### config.mk
export PLATFORM = sky130hd
export DESIGN_NAME = nfc_host_frame_deframer_top
export DESIGN_NICKNAME = d
export VERILOG_FILES = /design/src/rtl/core/nfc_df_pkg.sv /design/src/rtl/core/nfc_host_frame_deframer_top.sv
export SDC_FILE = /design/constraint.sdc
export NUM_CORES = 1
export LEC_CHECK = 0
export ABC_AREA = 1
export ABC_CLOCK_PERIOD_IN_PS = 2300
export BUFFER_PORTS_ARGS = -buffer_cell sky130_fd_sc_hd__buf_2
export CAP_MARGIN = 0
export CELL_PAD_IN_SITES_DETAIL_PLACEMENT = 0
export CELL_PAD_IN_SITES_GLOBAL_PLACEMENT = 2
export CORE_UTILIZATION = 32
export CTS_BUF_LIST = sky130_fd_sc_hd__clkbuf_8 sky130_fd_sc_hd__clkbuf_16
export DETAILED_ROUTE_END_ITERATION = 12
export PLACE_DENSITY_LB_ADDON = 0.1
export SLEW_MARGIN = 20
export SYNTH_ARGS = -nofsm -noshare
export SYNTH_HDL_FRONTEND = slang
export SYNTH_SLANG_ARGS = --single-unit
### constraint.sdc
create_clock -name clk -period 2.3 [get_ports clk]
set_clock_uncertainty 0.2 [all_clocks]
set_input_delay 0.23 -clock clk [delete_from_list [all_inputs] [get_ports clk]]
set_output_delay 0.23 -clock clk [all_outputs]
set_load 0.03 [all_outputs]
### src/rtl/core/nfc_df_pkg.sv
package nfc_df_pkg;

    // Frame status codes carried in a status item
    typedef enum logic [2:0] {
        ST_OK       = 3'd0,
        ST_ACK      = 3'd1,
        ST_NACK     = 3'd2,
        ST_TIMEOUT  = 3'd3,
        ST_BAD_LCS  = 3'd4,
        ST_BAD_DCS  = 3'd5,
        ST_BAD_POST = 3'd6,
        ST_ZERO_LEN = 3'd7
    } frame_status_t;

    // Parser phase, one-hot
    typedef enum logic [6:0] {
        PH_HUNT = 7'b0000001,
        PH_LEN  = 7'b0000010,
        PH_LCS  = 7'b0000100,
        PH_TFI  = 7'b0001000,
        PH_DATA = 7'b0010000,
        PH_DCS  = 7'b0100000,
        PH_POST = 7'b1000000
    } phase_t;

    localparam logic [7:0] START_BYTE0 = 8'h00;
    localparam logic [7:0] START_BYTE1 = 8'hFF;
    localparam logic [7:0] POSTAMBLE   = 8'h00;

endpackage

### src/rtl/core/nfc_host_frame_deframer_top.sv
// NFC host frame deframer.
// Input channel (in_valid/in_ready) carries one received byte per item in
// rx_byte, or a timeout event when timed_out is 1 (rx_byte then ignored).
// Output channel (out_valid/out_ready) carries data bytes (frame_end = 0)
// and one status item per frame (frame_end = 1, status in frame_status).
// The parser hunts for the 00 FF start code, checks LEN/LCS, drops TFI,
// forwards data bytes, then checks DCS and the postamble.
// Each accepted item updates the parser state in the same cycle and its
// result, if any, sits in the output register on the next cycle. One item
// per cycle is sustained while out_ready holds. The output register is the
// only buffer: a new item is taken while the held result is consumed in
// the same cycle, so a stalled receiver stalls the input with no loss.
// Reset (rst_n low, asynchronous) returns the parser to hunting with an
// empty hunt window and drops any held result.
module nfc_host_frame_deframer_top
    import nfc_df_pkg::*;
(
    input  logic       clk,
    input  logic       rst_n,
    input  logic       in_valid,
    output logic       in_ready,
    input  logic [7:0] rx_byte,
    input  logic       timed_out,
    output logic       out_valid,
    input  logic       out_ready,
    output logic [7:0] payload_byte,
    output logic       frame_end,
    output logic [2:0] frame_status
);

    phase_t        phase_reg, phase_next;
    logic [7:0]    prev_byte_reg, prev_byte_next;
    logic          prev_valid_reg, prev_valid_next;
    logic [7:0]    frame_length_reg, frame_length_next;
    logic [7:0]    byte_count_reg, byte_count_next;
    logic [7:0]    running_sum_reg, running_sum_next;
    logic          sum_bad_reg, sum_bad_next;

    logic          out_valid_reg, out_valid_next;
    logic [7:0]    payload_reg, payload_next;
    logic          frame_end_reg, frame_end_next;
    frame_status_t status_reg, status_next;

    logic          accept;
    logic          emit;
    logic          emit_status;
    frame_status_t new_status;
    logic [7:0]    count_inc;
    logic [7:0]    sum_inc;

    // Output register frees up when empty or drained this cycle
    assign in_ready = !out_valid_reg || out_ready;
    assign accept   = in_valid && in_ready;

    assign count_inc = byte_count_reg + 8'd1;
    assign sum_inc   = running_sum_reg + rx_byte;

    // Per-byte parser
    always_comb
    begin
        phase_next        = phase_reg;
        prev_byte_next    = prev_byte_reg;
        prev_valid_next   = prev_valid_reg;
        frame_length_next = frame_length_reg;
        byte_count_next   = byte_count_reg;
        running_sum_next  = running_sum_reg;
        sum_bad_next      = sum_bad_reg;
        emit              = 1'b0;
        emit_status       = 1'b0;
        new_status        = ST_OK;

        if (timed_out)
        begin
            emit_status = 1'b1;
            new_status  = ST_TIMEOUT;
        end
        else
        begin
            unique case (phase_reg)
                PH_LEN:
                begin
                    frame_length_next = rx_byte;
                    phase_next        = PH_LCS;
                end
                PH_LCS:
                begin
                    if (frame_length_reg == 8'h00 && rx_byte == 8'hFF)
                    begin
                        emit_status = 1'b1;
                        new_status  = ST_ACK;
                    end
                    else if (frame_length_reg == 8'hFF && rx_byte == 8'h00)
                    begin
                        emit_status = 1'b1;
                        new_status  = ST_NACK;
                    end
                    else if (8'(frame_length_reg + rx_byte) != 8'h00)
                    begin
                        emit_status = 1'b1;
                        new_status  = ST_BAD_LCS;
                    end
                    else if (frame_length_reg == 8'h00)
                    begin
                        emit_status = 1'b1;
                        new_status  = ST_ZERO_LEN;
                    end
                    else
                    begin
                        phase_next = PH_TFI;
                    end
                end
                PH_TFI:
                begin
                    running_sum_next = rx_byte;
                    byte_count_next  = 8'd1;
                    sum_bad_next     = 1'b0;
                    phase_next       = (frame_length_reg == 8'd1) ? PH_DCS : PH_DATA;
                end
                PH_DATA:
                begin
                    running_sum_next = sum_inc;
                    byte_count_next  = count_inc;
                    if (count_inc == frame_length_reg)
                    begin
                        phase_next = PH_DCS;
                    end
                    emit = 1'b1;
                end
                PH_DCS:
                begin
                    sum_bad_next = (sum_inc != 8'h00);
                    phase_next   = PH_POST;
                end
                PH_POST:
                begin
                    emit_status = 1'b1;
                    if (sum_bad_reg)
                    begin
                        new_status = ST_BAD_DCS;
                    end
                    else if (rx_byte != POSTAMBLE)
                    begin
                        new_status = ST_BAD_POST;
                    end
                    else
                    begin
                        new_status = ST_OK;
                    end
                end
                default:
                begin
                    // Sliding two-byte window for the start code
                    if (prev_valid_reg && prev_byte_reg == START_BYTE0
                        && rx_byte == START_BYTE1)
                    begin
                        prev_valid_next = 1'b0;
                        prev_byte_next  = 8'h00;
                        phase_next      = PH_LEN;
                    end
                    else
                    begin
                        phase_next      = PH_HUNT;
                        prev_byte_next  = rx_byte;
                        prev_valid_next = 1'b1;
                    end
                end
            endcase
        end

        // Any status item ends the frame and clears the hunt window
        if (emit_status)
        begin
            phase_next      = PH_HUNT;
            prev_valid_next = 1'b0;
            prev_byte_next  = 8'h00;
        end
    end

    // Output register next values
    always_comb
    begin
        out_valid_next = out_valid_reg;
        payload_next   = payload_reg;
        frame_end_next = frame_end_reg;
        status_next    = status_reg;
        if (accept)
        begin
            out_valid_next = emit || emit_status;
            payload_next   = emit_status ? 8'h00 : rx_byte;
            frame_end_next = emit_status;
            status_next    = emit_status ? new_status : ST_OK;
        end
        else if (out_ready)
        begin
            out_valid_next = 1'b0;
        end
    end

    // Parser state
    always_ff @(posedge clk or negedge rst_n)
    begin
        if (!rst_n)
        begin
            phase_reg        <= PH_HUNT;
            prev_byte_reg    <= 8'h00;
            prev_valid_reg   <= 1'b0;
            frame_length_reg <= 8'h00;
            byte_count_reg   <= 8'h00;
            running_sum_reg  <= 8'h00;
            sum_bad_reg      <= 1'b0;
        end
        else if (accept)
        begin
            phase_reg        <= phase_next;
            prev_byte_reg    <= prev_byte_next;
            prev_valid_reg   <= prev_valid_next;
            frame_length_reg <= frame_length_next;
            byte_count_reg   <= byte_count_next;
            running_sum_reg  <= running_sum_next;
            sum_bad_reg      <= sum_bad_next;
        end
    end

    // Result register
    always_ff @(posedge clk or negedge rst_n)
    begin
        if (!rst_n)
        begin
            out_valid_reg <= 1'b0;
        end
        else
        begin
            out_valid_reg <= out_valid_next;
        end
    end

    always_ff @(posedge clk)
    begin
        payload_reg   <= payload_next;
        frame_end_reg <= frame_end_next;
        status_reg    <= status_next;
    end

    assign out_valid    = out_valid_reg;
    assign payload_byte = payload_reg;
    assign frame_end    = frame_end_reg;
    assign frame_status = status_reg;

endmodule
### Yosys cells after proc, flatten, opt, wreduce, memory -nomap -nowiden

Cells that the tools add are included.

* bits in registers: 54
* logic and storage cells: 98

* $add $sub $neg: 3
* equality and inequality tests: 18
* muxes and demuxes: 39
* bitwise gates (word level): 2
* reduce and logical (&&, ||, !) cells: 24

Operator list (number)
* $mux W7: 7
* $pmux W7 S6: 1
* $mux W8: 4
* $pmux W8 S2: 2
* $logic_not A8 Y1: 3
* $reduce_bool A8 Y1: 3
* $mux W3: 6
* $add A8 B8 Y8: 2
* $eq A8 B8 Y1 const B: 2
* $ne A3 B3 Y1 const B: 5
* $mux W1: 13
* $reduce_and A3 Y1: 4
* $add A8 B1 Y8 const B: 1
* $eq A8 B1 Y1 const B: 1
* $eq A8 B8 Y1: 1
* $reduce_and A8 Y1: 1
* $eq A7 B2 Y1 const B: 1
* $eq A7 B3 Y1 const B: 1
* $eq A7 B4 Y1 const B: 1
* $eq A7 B5 Y1 const B: 1
* $eq A7 B6 Y1 const B: 1
* $eq A7 B7 Y1 const B: 1
* $mux W6: 1
* $pmux W3 S2: 1
* other kinds (11): 22

### Longest topological paths before layout

* depth in word-level cells: 9
* gate-level depth with buffers: 15
* gate-level depth less buffers: 15

### Worst setup path before layout

OpenSTA, ideal clock, no wires.

* path kind: register to register
* from: register frame_length_reg[0]
* to: register prev_byte_reg[0]
* setup time: 0.068 ns
* arrival: 2.201 ns
* data required time: 2.032 ns
* path slack: -0.169 ns
* stages on the path, launching flop included: 12
* path buffers: 1
* clock period less this slack: 2.469 ns
* cells stage by stage: dfrtp_1 ha_1 fa_1 or2_1 a21oi_1 nand3_1 nor2_2 nand4_2 a21oi_4 buf_6 nand4_1 nand2_1

* word-level cells in the longest chain between the ends: 9
* elaborated cells on any way between the ends: 16
* classes of those cells: add/sub (1); eq/ne (3); mux (7); reduce/logical (5)

Ends and longest elaborated chain
* start: declaration: line nfc_host_frame_deframer_top.sv:34 `logic [7:0] frame_length_reg, frame_length_next;`
* start signal: assignment: line nfc_host_frame_deframer_top.sv:217 `frame_length_reg <= frame_length_next;`
* $add A8 B8 Y8 or $logic_not A8 Y1 (tied branches): line nfc_host_frame_deframer_top.sv:97, nfc_host_frame_deframer_top.sv:87, nfc_host_frame_deframer_top.sv:102
* $reduce_bool A8 Y1 or $mux W1 (tied branches): line nfc_host_frame_deframer_top.sv:97, nfc_host_frame_deframer_top.sv:102
* $mux W1: line nfc_host_frame_deframer_top.sv:97 `else if (8'(frame_length_reg + rx_byte) != 8'h00)`
* $mux W1: line nfc_host_frame_deframer_top.sv:92 `else if (frame_length_reg == 8'hFF && rx_byte == 8'h00)`
* $mux W1 *: line nfc_host_frame_deframer_top.sv:87 `if (frame_length_reg == 8'h00 && rx_byte == 8'hFF)`
* $pmux W1 S2 *: line nfc_host_frame_deframer_top.sv:79 `unique case (phase_reg)`
* $mux W1 *: line nfc_host_frame_deframer_top.sv:72 `if (timed_out)`
* $ne A2 B1 Y1 (no source line)
* $reduce_and A3 Y1 (no source line)
* end signal: assignment: line nfc_host_frame_deframer_top.sv:215 `prev_byte_reg <= prev_byte_next;`
* end: declaration: line nfc_host_frame_deframer_top.sv:32 `logic [7:0] prev_byte_reg, prev_byte_next;`

Every way passes the cells marked *; elsewhere a longest branch is shown, timed or not.
A chain may end at the register's enable or synchronous reset.

### Final worst setup path

* from: register frame_length_reg[0]
* to: register prev_byte_reg[3]

Same word-level chain as after synthesis.

==> flow_metrics.tcl <==
set metrics [dict create \
    slew_viol_final 0 \
    vias 3350 \
    multiInputGateArea_sq_um 2040 \
    synth_ff_type "dfrtp_1" \
    ys_warn_count 0 \
    gr-total-overflow 0 \
    switchingPower_uw 668 \
    row_count 37 \
    r2r_cells 12 \
    hold_start "out_ready" \
    cts-root-buf "clkbuf_8" \
    drive_above_1_share 0.283 \
    hold-path-cell-count 5 \
    fin_ws_ns -0.235 \
    worst_pin_slew_ns 0.495 \
    r2r-end "prev_byte_reg[3]" \
    violations "negative setup slack" \
    wl_mm 10.9 \
    regArea_sq_um 1410 \
    port_buffers 26 \
    status "complete, but fails checks" \
    relSlewSlack 0.670 \
    synth-simple-area-share 0.315 \
    worstHoldEndpoint "out_valid" \
    num-fill-cells 1135 \
    dieArea_sq_um 11400 \
    sw_frac_of_total 0.302 \
    tritoncts "built" \
    synth_compound_area_frac 0.0992 \
    fin_crit_ns 2.54 \
    antenna_cells 0 \
    clkLatencyLatePin_ns 0.32 \
    antenna_found_initial 0 \
    synth.area.top_cells "dfrtp_1 29%, nand2_1 13%, edfxtp_1 10%, inv_1 7.3%, ha_1 5.4%" \
    vias_per_cell 4.86 \
    p_int_uw 1540 \
    globalplace.congestion 0.799 \
    clock_path_buffers 2 \
    syn_nets 489 \
    ir_drop_v 0.000271 \
    crit_type "reg -> reg" \
    r2r_slack_ns -0.24 \
    clock.fmax_ghz 0.394 \
    clock_power_share 0.304 \
    pwr-share-comb 0.209 \
    ios 27 \
    firstDrtPassIters 4 \
    cts.sinks 54 \
    layout.nets 583 \
    yosysSeqAreaShare 0.403 \
    grt_start_max_net_pins 25 \
    cts_buffers 5 \
    hold_ws_ns 0.0754 \
    crit_path_max_fanout 5 \
    required_ns 2.36 \
    ys_ff_latch 54 \
    die-height_um 107 \
    arrival_ns 2.60 \
    synthAdderAreaFrac 0.0650 \
    p_leak_uw 0.00233 \
    grt_usage 0.200 \
    synth_area_sq_um 3510 \
    synth_edf_count 12 \
    synth_top_family_by_area "simple AND/OR/NAND/NOR gates" \
    setup_violations 27 \
    syn_to_final_growth_pct 32.7 \
    dpl.hpwl_mm 8.47 \
    final_cell_mix "115 x nand2_1, 69 x inv_1, 61 x buf_4" \
    start_util 0.335 \
    synth_top_area_frac 0.293 \
    mostFrequentLayoutCell "nand2_1" \
    synth_xor_xnor_area_share 0.0325 \
    cts.clk_slew.worst_paths_ns 0.11 \
    synth_mux_area_frac 0 \
    ant_nets 0 \
    grt_setup_unrepaired "yes" \
    fin_area_sq_um 4650 \
    grt_pass1_vias 3208 \
    seqPwrFrac 0.487 \
    syn_inst 459 \
    cp-end-kind "flip-flop" \
    reg2reg_from "frame_length_reg[0]" \
    core_sq_um 10500 \
    async_flop_share 0.778 \
    drv_cap 0 \
    crit_path_start_kind "flip-flop" \
    finalCritPeriodShare 1.10 \
    drc_errors 0 \
    htree_levels 2 \
    placed_area_sq_um 4200 \
    die_w_um 107 \
    finalHoldViolCount 0 \
    grt_pass1_wl_mm 17.6 \
    hold_class "in -> reg" \
    power_density_nw_per_um2 476 \
    synth_cell_type_count 42 \
    synth_top_area_cell "dfrtp_1" \
    wl_per_cell_um 15.7 \
    syn_area_per_cell_sq_um 7.64 \
    drt_iter0_drc 190 \
]
## logic make-up (layout without fill, tap and decap cells)
group / after synthesis / count (layout)
flops: 54 / 54
simple gates: 242 / 244
xor+xnor: 13 / 13
compound gates: 56 / 56
fa+ha+maj: 17 / 17
buf+inv: 77 / 170
## worst max-delay path by stage
stage                                    from               end  slack [ns]
after floorplan           frame_length_reg[0]  prev_byte_reg[0]       -0.15
after CTS                 frame_length_reg[0]  prev_byte_reg[3]       -0.24
final                     frame_length_reg[0]  prev_byte_reg[3]       -0.24
after global placement    frame_length_reg[0]         out_valid       -0.27
after detailed placement  frame_length_reg[0]  prev_byte_reg[3]       -0.33
after global routing      frame_length_reg[0]  prev_byte_reg[3]       -0.35
## area by class of cell
type | instances | area share
Sequential cell | 54 | 0.304
Clock buffer | 5 | 0.0148
Clock inverter | 3 | 0.00914
Timing Repair Buffer | 92 | 0.142
Multi-Input combinational cell | 330 | 0.438
Inverter | 70 | 0.0565
Tap cell | 136 | 0.0366
## per-layer routing
layer,wire (um),up-vias,track usage
met5,0,-,0
met4,48,0,0.0294
met3,398,4,0.0255
met2,5020,60,0.325
met1,5380,1589,0.290
li1,-,1697,-
## per-stage QoR
stage	power [uW]	TNS (ns)	util	setup WS [ns]	std cells
global route	2320	-7.51	0.445	-0.351	690
floorplan	1330	-2.14	-	-0.147	459
finish	2210	-4.25	0.445	-0.235	690
global placement	1500	-5.55	0.402	-0.266	668
CTS	2190	-5.26	0.428	-0.243	682
detailed placement	1500	-7.19	0.402	-0.327	668
## power by group through the flow
stage                     Sequential, uW  Clock (uW)  Combinational, uW
after floorplan                     1110           0                213
after global placement              1090           0                408
after detailed placement            1090           0                413
after CTS                           1070         684                433
after global routing                1080         722                512
final                               1080         673                463
## synthesized netlist by cell type (all sizes together), types with 7 or more instances
library cell,instances
nand4,23
nand3,32
o21ai,19
nor2,41
ha,15
inv,70
edfxtp,12
nand2,129
xor2,7
a21oi,23
dfrtp,41
## what timing repair did
action	CTS	global route
resized for setup	23	31
hold buffers	2	0
pin swaps	7	22
cloned	2	0
buffers inserted	2	8
endpoints found under the setup margin	28	31
hold endpoints to repair	19	0
## critical path, stage by stage (launching register included)
cell	delay (ns)
dfrtp_1	0.37
ha_2	0.19
fa_2	0.42
or2_1	0.24
a21oi_2	0.12
nand3_2	0.10
nor2_4	0.13
nand4_4	0.14
nand2_4	0.17
nand3_4	0.12
nand2_4	0.13
nand2_1	0.08
nand2_1	0.06
Power figures use the tool's default switching activity.
